`src/design/depth_pixel_backprojection_assert.svh`:
```
// assertion macros shared by the depth pixel backprojection modules
`ifndef DEPTH_PIXEL_BACKPROJECTION_ASSERT_SVH
`define DEPTH_PIXEL_BACKPROJECTION_ASSERT_SVH

// condition holds at every edge out of reset
`define DPB_ASSERT_ALWAYS(label, cond) \
  label: assert property (@(posedge clk) disable iff (!rst_n) (cond)) \
    else $error("dpb check failed: always");

// consequent holds in the same cycle as the antecedent
`define DPB_ASSERT_SAME(label, ante, cons) \
  label: assert property (@(posedge clk) disable iff (!rst_n) (ante) |-> (cons)) \
    else $error("dpb check failed: same cycle");

// consequent holds in the cycle after the antecedent
`define DPB_ASSERT_NEXT(label, ante, cons) \
  label: assert property (@(posedge clk) disable iff (!rst_n) (ante) |=> (cons)) \
    else $error("dpb check failed: next cycle");

`endif

```
`src/design/dpb_pkg.sv`:
```
// types and constants of the depth pixel backprojection block
package dpb_pkg;

  localparam int COORD_BITS_DEF = 12;
  localparam int DEPTH_W        = 16;
  localparam int COLOR_W        = 8;
  localparam int RECIP_W        = 24;
  localparam int CENTER_W       = 16;
  localparam int CFG_IDX_W      = 3;
  localparam int CFG_DATA_W     = 24;
  localparam int POINT_W        = 32;
  localparam int QDEPTH         = 4;

  typedef enum logic [CFG_IDX_W-1:0] {
    REG_INV_DEPTH_SCALE = 3'd0,
    REG_CENTER_X        = 3'd1,
    REG_CENTER_Y        = 3'd2,
    REG_INV_FOCAL_X     = 3'd3,
    REG_INV_FOCAL_Y     = 3'd4
  } cfg_reg_t;

  typedef struct packed {
    logic [RECIP_W-1:0]  inv_depth_scale;
    logic [CENTER_W-1:0] center_x;
    logic [CENTER_W-1:0] center_y;
    logic [RECIP_W-1:0]  inv_focal_x;
    logic [RECIP_W-1:0]  inv_focal_y;
  } cfg_t;

  localparam cfg_t CFG_RESET = '{
    inv_depth_scale: 24'd16777,
    center_x:        16'd5208,
    center_y:        16'd4056,
    inv_focal_x:     24'd32388,
    inv_focal_y:     24'd32326
  };

  typedef struct packed {
    logic [DEPTH_W-1:0] raw_depth;
    logic [COLOR_W-1:0] blue;
    logic [COLOR_W-1:0] green;
    logic [COLOR_W-1:0] red;
  } pix_t;

  typedef struct packed {
    logic empty;
    logic full;
  } q_stat_t;

endpackage

```
`src/design/dpb_queue.sv`:
```
// small queue between the front stage and the arithmetic pipeline
module dpb_queue import dpb_pkg::*; #(
  parameter int WIDTH = 74
) (
  input  logic             clk,
  input  logic             rst_n,
  input  logic             push,
  input  logic [WIDTH-1:0] wr_data,
  input  logic             pop,
  output logic [WIDTH-1:0] rd_data,
  output q_stat_t          q_stat
);

  localparam int PTR_W = $clog2(QDEPTH);
  localparam int CNT_W = PTR_W + 1;

  logic [WIDTH-1:0] entries_r [QDEPTH];
  logic [PTR_W-1:0] wr_ptr_r, rd_ptr_r;
  logic [CNT_W-1:0] count_r;

  assign q_stat.empty = count_r == '0;
  assign q_stat.full  = count_r == CNT_W'(QDEPTH);
  assign rd_data      = entries_r[rd_ptr_r];

  always_ff @(posedge clk) begin
    if (!rst_n) begin
      wr_ptr_r <= '0;
      rd_ptr_r <= '0;
      count_r  <= '0;
    end else begin
      if (push) begin
        wr_ptr_r <= wr_ptr_r + 1'b1;
      end
      if (pop) begin
        rd_ptr_r <= rd_ptr_r + 1'b1;
      end
      case ({push, pop})
        2'b10:   count_r <= count_r + 1'b1;
        2'b01:   count_r <= count_r - 1'b1;
        default: count_r <= count_r;
      endcase
    end
  end

  always_ff @(posedge clk) begin
    if (push) begin
      entries_r[wr_ptr_r] <= wr_data;
    end
  end

`include "depth_pixel_backprojection_assert.svh"

  `DPB_ASSERT_ALWAYS(a_count_bound, count_r <= CNT_W'(QDEPTH))
  `DPB_ASSERT_SAME(a_no_push_full, push, !q_stat.full)
  `DPB_ASSERT_SAME(a_no_pop_empty, pop, !q_stat.empty)
  `DPB_ASSERT_NEXT(a_count_up, push && !pop, count_r == $past(count_r) + 1'b1)

endmodule

```
`config.mk`:
```
export PLATFORM = sky130hd
export DESIGN_NAME = dpb_queue
export DESIGN_NICKNAME = d
export VERILOG_FILES = /design/src/design/dpb_pkg.sv /design/src/design/dpb_queue.sv
export VERILOG_INCLUDE_DIRS = /design/src /design/src/design
export SDC_FILE = /design/constraint.sdc
export NUM_CORES = 1
export LEC_CHECK = 0
export BUFFER_PORTS_ARGS = -buffer_cell sky130_fd_sc_hd__buf_2
export CORE_MARGIN = 4
export CORE_UTILIZATION = 60
export CTS_CLUSTER_SIZE = 25
export DETAILED_ROUTE_END_ITERATION = 10
export GPL_ROUTABILITY_DRIVEN = 0
export GPL_TIMING_DRIVEN = 0
export HOLD_SLACK_MARGIN = 0.05
export PLACE_DENSITY_LB_ADDON = 0.1
export SYNTH_ARGS = -nofsm -noshare
export SYNTH_HDL_FRONTEND = slang
export SYNTH_SLANG_ARGS = --single-unit
```
`constraint.sdc`:
```
create_clock -name clk -period 5.91 [get_ports clk]
set_clock_uncertainty 0.15 [all_clocks]
set_input_delay 1.4775 -clock clk [delete_from_list [all_inputs] [get_ports clk]]
set_output_delay 1.4775 -clock clk [all_outputs]
set_load 0.005 [all_outputs]
```
* After elaboration in Yosys (flattened, before gate mapping)
Memory sizes are Yosys's and may differ from the RTL's. A register that Yosys moved wholly into a read port is not among the register bits.
Cells that the tools add are included.
** Storage, ports and cells
- Output and inout port bits :: 76
- Input bits :: 78
- RAM bits :: 296
- Memory bits (read-only) :: 0
- Bits in latches :: 0
- Flip-flop bits (word level) :: 7
- Word-level logic and storage cells :: 18
- Memories kept :: 1
** Memories
- entries_r :: words 4, width 74, read ports 1, clocked after memory_dff 1, write ports 1, line dpb_queue.sv:17 : logic [WIDTH-1:0] entries_r [QDEPTH];
** Cells by class
- $mul :: 0
- Multiplexer cells :: 5
- $add $sub $neg :: 4
- Shift operators :: 0
- Reduce and logical (&&, ||, !) cells :: 2
- Equal/unequal tests :: 3
- $lt $le $gt $ge :: 0
- Div/mod/pow operators :: 0
- Bitwise operators :: 0
** Operators by type and width (count)
- $pmux 3 s2 :: 1
- $add 2x1->2 const B :: 2
- $mux 2 :: 2
- $add 3x1->3 const B :: 1
- $eq 3x3->1 const B :: 1
- $logic_not 3->1 :: 1
- $sub 3x1->3 const B :: 1
- $eq 2x1->1 const B :: 1
- $eq 2x2->1 const B :: 1
- $mux 1 :: 2
- $reduce_bool 2->1 :: 1

* Longest topological paths before layout
- Depth in word-level cells :: 3
- Mapped depth :: 7
- Gate-level depth less buffers :: 7

* Worst setup path after synthesis
No wires, ideal clock.
- Kind :: input port to flip-flop
- Start :: in push
- End :: mem entries_r[0][0], enable pin
- Data required time :: 5320 ps
- Path buffers :: 0
- Cell stages on the path :: 1
- Data arrival time :: 3207 ps
- Path slack :: 2113 ps
- Setup time :: 440 ps
- Path through :: and2_1
** On the way
- Word-level cells in the longest chain between the ends :: 2
** Ends and longest elaborated chain
- start, declared :: line dpb_queue.sv:7 : input logic push,
- $mux 1 :: line dpb_queue.sv:46 : if (push) begin
- $mux 1 (implied by the code) :: line dpb_queue.sv:47 : entries_r[wr_ptr_r] <= wr_data;
- end, declared :: line dpb_queue.sv:17
Every way passes these cells.

==> flow_summary.ini <==
[worst_setup_path]
path_class = register to output pin
crit_path_end_kind = output pin
crit_path_start_kind = register
crit_required_ns = 4.28
regToRegStartpoint = wr_ptr_r[0]
critPathArrivalTime_ns = 1.98
worstPathMaxFanout = 10

[sta]
rsz0062_at_grt = false
setup_viol_count_final = 0
post_route_hold_slack_ns = 0.396
hold_violations = 0
finalCritPeriodShare_pct = 61.0
timing.setup.tns_ns = 0
period_needed_ns = 3.60
max_clock_freq_mhz = 278
slew_headroom_pct = 59.2
tightest_slew_ns = 0.612
final_max_slew_viol_count = 0

[floorplan]
die_width_um = 144
fp-row-count = 49
floorplan.io_pins = 154
initial_util_pct = 61.5
floorplan.die_area_um2 = 20800
floorplan.die.height_um = 144
fp.coreArea_um2 = 18100

[synth]
synth_async_sr_flop_share_pct = 0
syn-cell-area_um2 = 11100
ys_seq_elements = 305
netlist_top_cells_area = sky130_fd_sc_hd__edfxtp_1 (80%), sky130_fd_sc_hd__mux4_2 (15%), sky130_fd_sc_hd__dfxtp_1 (1.6%)
synth.largest_area_cell = sky130_fd_sc_hd__edfxtp_1
postSynthAreaPerCell_um2 = 25.8
synth_most_common_cell = sky130_fd_sc_hd__edfxtp_1
synth.net_count = 516
synth_edf_count = 296
yosysUniqueCellTypes = 21
synthFlopType = sky130_fd_sc_hd__edfxtp_1
post-synth-top-area-fraction_pct = 79.9
synth_common_cells = sky130_fd_sc_hd__edfxtp_1 (296), sky130_fd_sc_hd__mux4_2 (74), sky130_fd_sc_hd__and2_1 (10)
register_area_share_after_synthesis_pct = 81.5
yosys_warnings = 0
cell_count_after_synthesis = 432

[global_route]
grt_util_all_layers_pct = 18.8
antenna_found_initial = 3
wire_length_of_the_first_global_routing_pass_um = 29700
grt_start_max_net_pins = 42
grt_overflow = 0
grt_pass1_vias = 5339

[clock_network]
ctsRootBufferMaster = sky130_fd_sc_hd__clkbuf_16
post-cts-setup-buffers = 0
cts.hold.buffers_added = 0
ctsLongestPathBuffers = 3
cts_buffers = 29
tritoncts_clock_tree = built
cts_max_level = 1
numClockSinks = 305
post_cts_resized = 0
clkTransAtPathRegs_ns = 0.06
clock_latency_ns = 0.52

[route]
ant_nets = 0
detail_route.drc_violations = 0
dr_total_vias = 5035
detail_route.iter0.violations = 237
drt-vias-per-instance = 5.79
wl_per_cell_um = 22.1
drt-pass1-iter-count = 4
drt_wl_total_um = 19200

[finish]
flow.area_growth_from_synthesis_pct = 17.8
final.fill_count = 1025
final_nets = 704
layout-drive-gt1-share_pct = 45.3
final_core_util_pct = 72.5

[worst_hold_path]
hold_path_class = register to register
hold_path.startpoint = count_r[2]

[power]
largest_voltage_drop_on_the_vdd_net_uv = 276
power_per_cell_area_nw_per_um2 = 346
leakage_nw = 4.47

[run]
drv.max_cap_violation_count = 0

[placement]
place.port_buffers = 153
detailedPlacementHpwl_um = 12000

[run_status]
status = finished clean
[sequential cells by signal (all words and copies together), names as in the netlist, named ones only]
name       count
wr_ptr_r       2
entries_r    296
rd_ptr_r       2
count_r        3
[final timing paths]
| path | end | slack [ns] | depth (start not counted) |
|---|---|---|---|
| worst max register to register | entries_r[0][15] | 3.95 | 4 |
| worst min register to register | count_r[2] | 0.40 | 2 |
| worst max-delay path | rd_data[47] | 2.31 | 4 |
| worst min-delay path | count_r[2] | 0.40 | 2 |
[metrics by stage]
step	std cells	setup slack, ns	cell area (µm²)	power, W
2_1_floorplan	432	2.11	11100	0.00279
3_3_place_gp	814	0.676	12200	0.00297
3_5_place_dp	818	2.72	12300	0.00299
4_1_cts	867	2.24	13100	0.00459
5_1_grt	868	2.18	13100	0.00472
6_report	869	2.31	13100	0.00454
[cell usage in the layout (no fill, tap or decap), drive strengths merged]
cell type / n
edfxtp: 296
nand2: 2
mux4: 74
diode: 2
buf: 172
o21ai: 2
xor2: 3
ha: 5
inv: 6
dfxtp: 9
and2: 10
clkinv: 16
or3: 1
clkbuf: 34
xnor2: 2
mux2i: 1
fa: 1
a21boi: 1
nor2b: 1
and3: 1
nor3: 1
[worst max-delay path: stages (launching register included)]
cell                      delay, ns
sky130_fd_sc_hd__dfxtp_1       0.34
sky130_fd_sc_hd__buf_6         0.20
sky130_fd_sc_hd__buf_6         0.21
sky130_fd_sc_hd__mux4_2        0.55
sky130_fd_sc_hd__buf_2         0.15
[where the power goes]
group	total (W)	internal [W]	switching [W]
Clock	0.00160	0.000888	0.000713
Combinational	0.000429	0.000216	0.000213
Sequential	0.00251	0.00248	0.0000247
Total	0.00454	0.00359	0.000951
[kinds of logic after synthesis]
family	synth area share [%]
xor+xnor	0.394
mux	15.1
simple gates	0.843
compound gates	0.157
flops	81.5
buf+inv	1.33
fa+ha+maj	0.742
[layer usage]
layer | wire (µm) | up-vias | global-route usage [%] | part of all wire [%]
li1 | - | 2210 | - | -
met4 | 427 | 4 | 5.60 | 2.2
met5 | 14 | - | 0 | 0.073
met2 | 9600 | 153 | 30.3 | 50
met3 | 1380 | 40 | 4.50 | 7.2
met1 | 7810 | 2628 | 26.3 | 41
[cell type report]
cell class	instances	area, µm²	share of cell area (%)
Sequential cell	305	9070	69.2
Multi-Input combinational cell	105	1920	14.7
Timing Repair Buffer	157	868	6.62
Clock buffer	33	741	5.65
Tap cell	229	287	2.18
Buffer	16	125	0.954
Clock inverter	16	72.6	0.553
Inverter	6	22.5	0.172
Antenna cell	2	5.00	0.0382
Power figures use the tool's default switching activity.
