$ cat config.mk
export PLATFORM = sky130hd
export DESIGN_NAME = dpb_front_flat
export DESIGN_NICKNAME = d
export VERILOG_FILES = /design/src/design/depth_pixel_backprojection_assert.svh /design/src/design/dpb_pkg.sv /design/src/design/dpb_if.sv /design/src/design/dpb_front.sv /design/src/flat_wrapper.sv
export SDC_FILE = /design/constraint.sdc
export NUM_CORES = 1
export LEC_CHECK = 0
export BUFFER_PORTS_ARGS = -buffer_cell sky130_fd_sc_hd__buf_4
export CORE_MARGIN = 2
export CORE_UTILIZATION = 40
export CTS_CLUSTER_DIAMETER = 30
export DETAILED_ROUTE_END_ITERATION = 10
export PLACE_DENSITY = 0.73
export SETUP_SLACK_MARGIN = 0.2
export SYNTH_ARGS = -nofsm -noshare
export SYNTH_HDL_FRONTEND = slang
export SYNTH_SLANG_ARGS = --single-unit
export TNS_END_PERCENT = 50
$ cat constraint.sdc
create_clock -name clk -period 3.34 [get_ports clk]
set_input_delay 0 -clock clk [delete_from_list [all_inputs] [get_ports clk]]
set_output_delay 0 -clock clk [all_outputs]
set_load 0.005 [all_outputs]
$ cat src/design/depth_pixel_backprojection_assert.svh
// assertion macros shared by the depth pixel backprojection modules
`ifndef DEPTH_PIXEL_BACKPROJECTION_ASSERT_SVH
`define DEPTH_PIXEL_BACKPROJECTION_ASSERT_SVH

// condition holds at every edge out of reset
`define DPB_ASSERT_ALWAYS(label, cond) \
  label: assert property (@(posedge clk) disable iff (!rst_n) (cond)) \
    else $error("dpb check failed: always");

// consequent holds in the same cycle as the antecedent
`define DPB_ASSERT_SAME(label, ante, cons) \
  label: assert property (@(posedge clk) disable iff (!rst_n) (ante) |-> (cons)) \
    else $error("dpb check failed: same cycle");

// consequent holds in the cycle after the antecedent
`define DPB_ASSERT_NEXT(label, ante, cons) \
  label: assert property (@(posedge clk) disable iff (!rst_n) (ante) |=> (cons)) \
    else $error("dpb check failed: next cycle");

`endif

$ cat src/design/dpb_pkg.sv
// types and constants of the depth pixel backprojection block
package dpb_pkg;

  localparam int COORD_BITS_DEF = 12;
  localparam int DEPTH_W        = 16;
  localparam int COLOR_W        = 8;
  localparam int RECIP_W        = 24;
  localparam int CENTER_W       = 16;
  localparam int CFG_IDX_W      = 3;
  localparam int CFG_DATA_W     = 24;
  localparam int POINT_W        = 32;
  localparam int QDEPTH         = 4;

  typedef enum logic [CFG_IDX_W-1:0] {
    REG_INV_DEPTH_SCALE = 3'd0,
    REG_CENTER_X        = 3'd1,
    REG_CENTER_Y        = 3'd2,
    REG_INV_FOCAL_X     = 3'd3,
    REG_INV_FOCAL_Y     = 3'd4
  } cfg_reg_t;

  typedef struct packed {
    logic [RECIP_W-1:0]  inv_depth_scale;
    logic [CENTER_W-1:0] center_x;
    logic [CENTER_W-1:0] center_y;
    logic [RECIP_W-1:0]  inv_focal_x;
    logic [RECIP_W-1:0]  inv_focal_y;
  } cfg_t;

  localparam cfg_t CFG_RESET = '{
    inv_depth_scale: 24'd16777,
    center_x:        16'd5208,
    center_y:        16'd4056,
    inv_focal_x:     24'd32388,
    inv_focal_y:     24'd32326
  };

  typedef struct packed {
    logic [DEPTH_W-1:0] raw_depth;
    logic [COLOR_W-1:0] blue;
    logic [COLOR_W-1:0] green;
    logic [COLOR_W-1:0] red;
  } pix_t;

  typedef struct packed {
    logic empty;
    logic full;
  } q_stat_t;

endpackage

$ cat src/design/dpb_if.sv
// channel interfaces: pixel input, point output and register write
interface dpb_in_if import dpb_pkg::*; #(
  parameter int COORD_BITS = COORD_BITS_DEF
) ();
  logic                  valid;
  logic                  ready;
  logic [COORD_BITS-1:0] pixel_row;
  logic [COORD_BITS-1:0] pixel_column;
  logic [DEPTH_W-1:0]    raw_depth;
  logic [COLOR_W-1:0]    blue_in;
  logic [COLOR_W-1:0]    green_in;
  logic [COLOR_W-1:0]    red_in;

  modport source (output valid, pixel_row, pixel_column, raw_depth, blue_in, green_in,
                  red_in, input ready);
  modport sink (input valid, pixel_row, pixel_column, raw_depth, blue_in, green_in,
                red_in, output ready);
endinterface


$ cat src/design/dpb_front.sv
// front stage: accepts pixels, drops empty depth, computes signed offsets
module dpb_front import dpb_pkg::*; #(
  parameter int COORD_BITS = COORD_BITS_DEF,
  parameter int OFF_BITS   = 16,
  parameter int ENTRY_W    = 2 * (OFF_BITS + 1) + $bits(pix_t)
) (
  input  logic               clk,
  input  logic               rst_n,
  input  cfg_t               cfg,
  dpb_in_if.sink             in_px,
  input  q_stat_t            q_stat,
  output logic               push,
  output logic [ENTRY_W-1:0] entry
);

  logic               fr_valid_r, fr_valid_nxt;
  logic [ENTRY_W-1:0] fr_entry_r;
  logic               in_ready;
  logic               load;
  logic [OFF_BITS-1:0] pos_x, pos_y, cen_x, cen_y, mag_x, mag_y;
  logic                neg_x, neg_y;
  pix_t                pix;

  assign push     = fr_valid_r && !q_stat.full;
  assign in_ready = !fr_valid_r || !q_stat.full;
  assign load     = in_px.valid && in_ready;
  assign in_px.ready = in_ready;
  assign entry    = fr_entry_r;

  // position in 1/16 pixel against the principal point
  always_comb begin
    pos_x = OFF_BITS'({in_px.pixel_column, 4'd0});
    pos_y = OFF_BITS'({in_px.pixel_row, 4'd0});
    cen_x = OFF_BITS'(cfg.center_x);
    cen_y = OFF_BITS'(cfg.center_y);
    neg_x = pos_x < cen_x;
    neg_y = pos_y < cen_y;
    mag_x = neg_x ? cen_x - pos_x : pos_x - cen_x;
    mag_y = neg_y ? cen_y - pos_y : pos_y - cen_y;
    pix.raw_depth = in_px.raw_depth;
    pix.blue      = in_px.blue_in;
    pix.green     = in_px.green_in;
    pix.red       = in_px.red_in;
  end

  always_comb begin
    fr_valid_nxt = fr_valid_r;
    if (load) begin
      // a zero depth item is consumed here and never queued
      fr_valid_nxt = in_px.raw_depth != '0;
    end else if (push) begin
      fr_valid_nxt = 1'b0;
    end
  end

  always_ff @(posedge clk) begin
    if (!rst_n) begin
      fr_valid_r <= 1'b0;
    end else begin
      fr_valid_r <= fr_valid_nxt;
    end
  end

  always_ff @(posedge clk) begin
    if (load) begin
      fr_entry_r <= {neg_x, mag_x, neg_y, mag_y, pix};
    end
  end

endmodule

$ cat src/flat_wrapper.sv
// flat-port wrapper written by rule: the top's interface ports become plain ports
module dpb_front_flat import dpb_pkg::*;
#(
  parameter int COORD_BITS = COORD_BITS_DEF,
  parameter int OFF_BITS   = 16,
  parameter int ENTRY_W    = 2 * (OFF_BITS + 1) + $bits(pix_t)
)
  (clk, rst_n, cfg, q_stat, push, entry, in_px_valid, in_px_pixel_row, in_px_pixel_column, in_px_raw_depth, in_px_blue_in, in_px_green_in, in_px_red_in, in_px_ready);
  dpb_in_if #(.COORD_BITS(COORD_BITS)) in_px_i ();
  input  logic clk;
  input  logic rst_n;
  input  cfg_t cfg;
  input  q_stat_t q_stat;
  output logic push;
  output logic [ENTRY_W-1:0] entry;
  input wire logic [$bits(in_px_i.valid)-1:0] in_px_valid;
  input wire logic [$bits(in_px_i.pixel_row)-1:0] in_px_pixel_row;
  input wire logic [$bits(in_px_i.pixel_column)-1:0] in_px_pixel_column;
  input wire logic [$bits(in_px_i.raw_depth)-1:0] in_px_raw_depth;
  input wire logic [$bits(in_px_i.blue_in)-1:0] in_px_blue_in;
  input wire logic [$bits(in_px_i.green_in)-1:0] in_px_green_in;
  input wire logic [$bits(in_px_i.red_in)-1:0] in_px_red_in;
  output wire logic [$bits(in_px_i.ready)-1:0] in_px_ready;
  assign in_px_i.valid = in_px_valid;
  assign in_px_i.pixel_row = in_px_pixel_row;
  assign in_px_i.pixel_column = in_px_pixel_column;
  assign in_px_i.raw_depth = in_px_raw_depth;
  assign in_px_i.blue_in = in_px_blue_in;
  assign in_px_i.green_in = in_px_green_in;
  assign in_px_i.red_in = in_px_red_in;
  assign in_px_ready = in_px_i.ready;
  dpb_front #(.COORD_BITS(COORD_BITS), .OFF_BITS(OFF_BITS), .ENTRY_W(ENTRY_W)) u_core (.clk(clk), .rst_n(rst_n), .cfg(cfg), .in_px(in_px_i), .q_stat(q_stat), .push(push), .entry(entry));
endmodule
* Word level (Yosys, flattened, before mapping)
Index checks and enable logic that the tools add are counted.
Cells by class: $add $sub $neg 4, magnitude comparators 2, muxes and demuxes 4, reduce and logical (&&, ||, !) cells 7
Operator list (number):
- $sub 16x16->16 | 4
- $lt 16x16->1 | 2
- $mux 16 | 2
- $reduce_bool 16->1 | 1
- $logic_and 1x1->1 | 2
- $logic_not 1->1 | 2
- $mux 1 | 2
- $reduce_bool 2->1 | 1
- $logic_or 1x1->1 | 1
Storage, ports and cells: register bits after elaboration 75, input bits 173, output and inout bits 76, word-level logic and storage cells 19

* Logic depth before layout (Yosys ltp)
depth in word-level cells 4, mapped depth 11, depth with buffers taken out 10

* Worst setup path before layout
No wires, ideal clock.
path kind reg2reg, start point reg u_core.fr_valid_r, end point reg u_core.fr_entry_r[0] (netlist: u_core.entry[0]) (enable), setup time 0.440 ns, data arrival time 2.133 ns, data required time 2.900 ns, setup slack 0.767 ns, stages on the path, launching flop included 3, buffers on the path 0, period minus slack after synthesis 2.573 ns, cells stage by stage dfxtp_1 -> nand2_1 -> and2_1
On the way: cells in the longest elaborated chain, start to end 3
Ends and longest elaborated chain:
- from (decl) | RTL line dpb_front.sv:16 | logic fr_valid_r, fr_valid_nxt;
- from (signal assigned) | RTL line dpb_front.sv:60 | fr_valid_r <= fr_valid_nxt;
- $logic_not 1->1 | RTL line dpb_front.sv:25 | assign in_ready = !fr_valid_r || !q_stat.full;
- $logic_or 1x1->1 | RTL line dpb_front.sv:25
- net in_px_ready | RTL line flat_wrapper.sv:23 | output wire logic [$bits(in_px_i.ready)-1:0] in_px_ready;
- $logic_and 1x1->1 | RTL line dpb_front.sv:26 | assign load = in_px.valid && in_ready;
- net u_core.load | RTL line dpb_front.sv:19 | logic load;
- to (signal assigned) | RTL line dpb_front.sv:66 | fr_entry_r <= {neg_x, mag_x, neg_y, mag_y, pix};
- to (decl) | RTL line dpb_front.sv:17 | logic [ENTRY_W-1:0] fr_entry_r;
The timed path passes the listed nets, and every way through them passes these cells. A chain may end at the register's enable or synchronous reset.

* Worst setup path after layout
start point in cfg[64] (netlist name), end point reg u_core.fr_entry_r[72] (netlist: u_core.entry[72]), data pin
On the way: cells in the longest elaborated chain, start to end 2, elaborated cells between the ends (all ways) 4
Ends and longest elaborated chain:
- from (decl) | RTL line flat_wrapper.sv:12 | input cfg_t cfg;
- $lt 16x16->1 | RTL line dpb_front.sv:36 | neg_x = pos_x < cen_x;
- net u_core.neg_x | RTL line dpb_front.sv:21 | logic neg_x, neg_y;
- $mux 16 | RTL line dpb_front.sv:38 | mag_x = neg_x ? cen_x - pos_x : pos_x - cen_x;
- net u_core.mag_x[15] | RTL line dpb_front.sv:20 | logic [OFF_BITS-1:0] pos_x, pos_y, cen_x, cen_y, mag_x, mag_y;
The timed path passes the listed nets, and every way through them passes these cells.

==> results.cfg <==
[status]
run_status = finished clean

[sta]
final-hold-violation-count = 0
rsz0062_at_grt = no
holdWs_ps = 14.4
finClkSkew_ps = 4.99
maxSlewHeadroom_pct = 35.0
final.setup.tns_ps = 0
setup_violations = 0
period_share_pct = 84.6
slew_violations = 0
fmax_mhz = 354
worstMarginPinSlew_ps = 975
finalCriticalPeriod_ps = 2820

[critical_path]
worstReg2RegStart = u_core.fr_valid_r$_SDFFE_PN0P_
cp_slowest_cell = o41ai_4
path_cells = dlygate4sd3_1 -> buf_4 -> inv_1 -> ha_1 -> nand4bb_1 -> a211oi_2 -> nor2_1 -> o41ai_4 -> inv_2 -> a211oi_2 -> o31ai_1 -> xor2_1
arrival_ps = 2890
start_kind = primary input
setup.worst_path.class = primary input to flop
reg2reg_slack_ps = 1670
worstPathMaxFanout = 9
crit_top_cell = a211oi_2
critical-path-max-stage-delay_ps = 630
critPathRequiredTime_ps = 3410
ff2ff_path_depth = 2
endpoint_kind = flop
cp-startpoint = cfg[64]
r2r-end = u_core.entry[4]$_DFFE_PP_

[logic_synthesis]
synth-seq-cells = 75
avgSynthCellArea_sq_um = 10.8
synthArstFlopShare_pct = 0
ys_warn_count = 0
synth_nets = 650
ys.flop_type = edfxtp_1
syn_inst = 427
synth_edf_count = 74
synth.distinct_cells = 54
synth_area_sq_mm = 0.00462
synth-seq-area-share_pct = 48.5

[finish]
final_cell_mix = buf_4, edfxtp_1, inv_1
drive_gt1_share_pct = 30.5
layout-area-overhead-vs-synth_pct = 47.1
n_fill_cell = 916
antenna_cells = 0
final_common_cell = buf_4
final_nets = 870

[worst_hold_path]
hold_class = primary input to flop
min_from = cfg[49]
hold_depth = 2
hold_end = u_core.entry[41]$_DFFE_PP_

[detailed_routing]
routed-wl-met3_um = 791
wl_per_cell_um = 15.4
drt-initial-drc-count = 286
wl_met2_um = 5950
top_layer_used = met4
drt-met1-wl_um = 4980
first_pass_iters = 5
ant_nets = 0
via_per_inst = 5.06
via_count = 4022
drc = 0
wl_um = 12200

[power]
p_leak_nw = 3.11
pwr_density_cell_mw_per_mm2 = 410
ir_drop_mv = 0.304

[die]
core-area_sq_mm = 0.0114
io_pins = 249
dieArea_sq_mm = 0.0124
die_h_um = 111
initial_core_util_pct = 40.7
num_rows = 39
die_w_um = 111

[clocking]
root_buffer = clkbuf_16
cts.htree.levels = 3
cts_buffers = 9
clk_latency_ps = 330
cts_tree = built
ctsResizeCount = 0
cts_max_path_buffers = 2
cts_sinks = 75
cts_setup_buffers = 0
clk_pin_slew_ps = 50

[global_route]
grt_max_degree = 75
grtUsageTotal_pct = 19.3
grt_first_pass_wirelength_um = 19100
first_global_vias = 3944
antenna_found_initial = 0
grt-ovfl-total = 0

[place]
gp_congestion = 0.866
port_buffers = 175
hpwl_um = 9180

[flow_run]
max-cap-violations = 0
## cell type report
type | instances | area (sq um) | area share (%)
flip-flops and latches | 75 | 2240 | 33.0
multi-input cells | 282 | 2110 | 31.1
repair buffers | 224 | 1800 | 26.4
clock buffers | 9 | 225 | 3.31
inverters | 55 | 206 | 3.04
well taps | 143 | 179 | 2.63
clock inverters | 7 | 35.0 | 0.515
## routing by layer
metal | track usage, % | up-vias
li1 | - | 1971
met1 | 23.1 | 1830
met2 | 33.3 | 186
met3 | 3.38 | 35
met4 | 10.3 | 0
met5 | 0 | -
## synthesized netlist by cell type, drive strengths merged (2+ instances only)
| cell | n | area [sq um] |
|---|---|---|
| o211ai | 6 | 45.0 |
| nor2b | 5 | 31.3 |
| inv | 55 | 206 |
| and2 | 4 | 25.0 |
| nor2 | 23 | 86.3 |
| a221oi | 2 | 23.8 |
| buf | 4 | 21.3 |
| nand3 | 6 | 30.0 |
| nor3 | 7 | 35.0 |
| mux2 | 2 | 22.5 |
| ha | 48 | 601 |
| a21o | 10 | 75.1 |
| a211oi | 5 | 47.5 |
| a21oi | 36 | 180 |
| nand4 | 5 | 31.3 |
| nor4 | 4 | 25.0 |
| o221ai | 2 | 17.5 |
| o32ai | 2 | 17.5 |
| mux2i | 5 | 50.1 |
| o21ai | 22 | 110 |
| edfxtp | 74 | 2220 |
| o31ai | 3 | 22.5 |
| xor2 | 16 | 140 |
| xnor2 | 12 | 105 |
| a41oi | 2 | 17.5 |
| a31oi | 2 | 12.5 |
| o41ai | 2 | 36.3 |
| a21boi | 2 | 15.0 |
| or3 | 3 | 18.8 |
| nand2 | 25 | 93.8 |
| o21bai | 3 | 22.5 |
| clkbuf | 11 | 41.3 |
| fa | 2 | 40.0 |
| o21a | 4 | 30.0 |
## worst max-delay path, delay by kind of cell
family,cells,cell delay (ps)
AOI/OAI and AO/OA,4,1290
xor gates and xnor gates,1,150
adders and majority gates,1,210
buffers and inverters,4,950
and+or+nand+nor,2,290
## worst max-delay path by stage
stage	slack, ps	to	depth (start not counted)
after floorplan	770	u_core.entry[0]$_DFFE_PP_	2
after global routing	380	u_core.entry[72]$_DFFE_PP_	12
after global placement	740	u_core.entry[65]$_DFFE_PP_	10
after CTS	550	u_core.entry[72]$_DFFE_PP_	12
after detailed placement	690	u_core.entry[65]$_DFFE_PP_	10
final	520	u_core.entry[72]$_DFFE_PP_	12
## what timing repair did
item | 4_1_cts | 5_1_grt
endpoints found under the setup margin | 0 | 0
hold buffers | 46 | 0
hold endpoints to repair | 45 | 0
## cells by family after synthesis
| family | Yosys count | share of synthesized area [%] |
|---|---|---|
| XOR/XNOR | 28 | 5.31 |
| buffers and inverters | 70 | 5.82 |
| AND/OR/NAND/NOR | 91 | 9.75 |
| adder cells (fa/ha/maj) | 50 | 13.9 |
| flip-flops | 75 | 48.5 |
| AO/OA/AOI/OAI | 106 | 15.2 |
| multiplexers | 7 | 1.57 |
## power breakdown
part           total, W  switching (W)  leakage, nW  internal (W)
clock          0.000838       0.000348        0.121      0.000490
sequential      0.00119      0.0000278        0.724       0.00116
combinational  0.000764       0.000372         2.27      0.000392
total           0.00279       0.000748         3.11       0.00204
## sequential cells by signal, indices dropped and copies added, names as in the netlist
name and cells:
u_core.fr_valid_r 1, u_core.entry 74
## metrics by stage
| stage | instance area (sq um) | instances | setup WS, ps | utilization, % | total power [W] |
|---|---|---|---|---|---|
| 2_1_floorplan | 4620 | 427 | 767 | - | 0.00158 |
| 3_3_place_gp | 6080 | 733 | 738 | 53.4 | 0.00190 |
| 3_5_place_dp | 6080 | 733 | 695 | 53.4 | 0.00192 |
| 4_1_cts | 6800 | 795 | 555 | 59.8 | 0.00281 |
| 5_1_grt | 6800 | 795 | 381 | 59.8 | 0.00293 |
| 6_report | 6800 | 795 | 515 | 59.8 | 0.00279 |
Note: power is estimated with default switching activity, not from simulation.
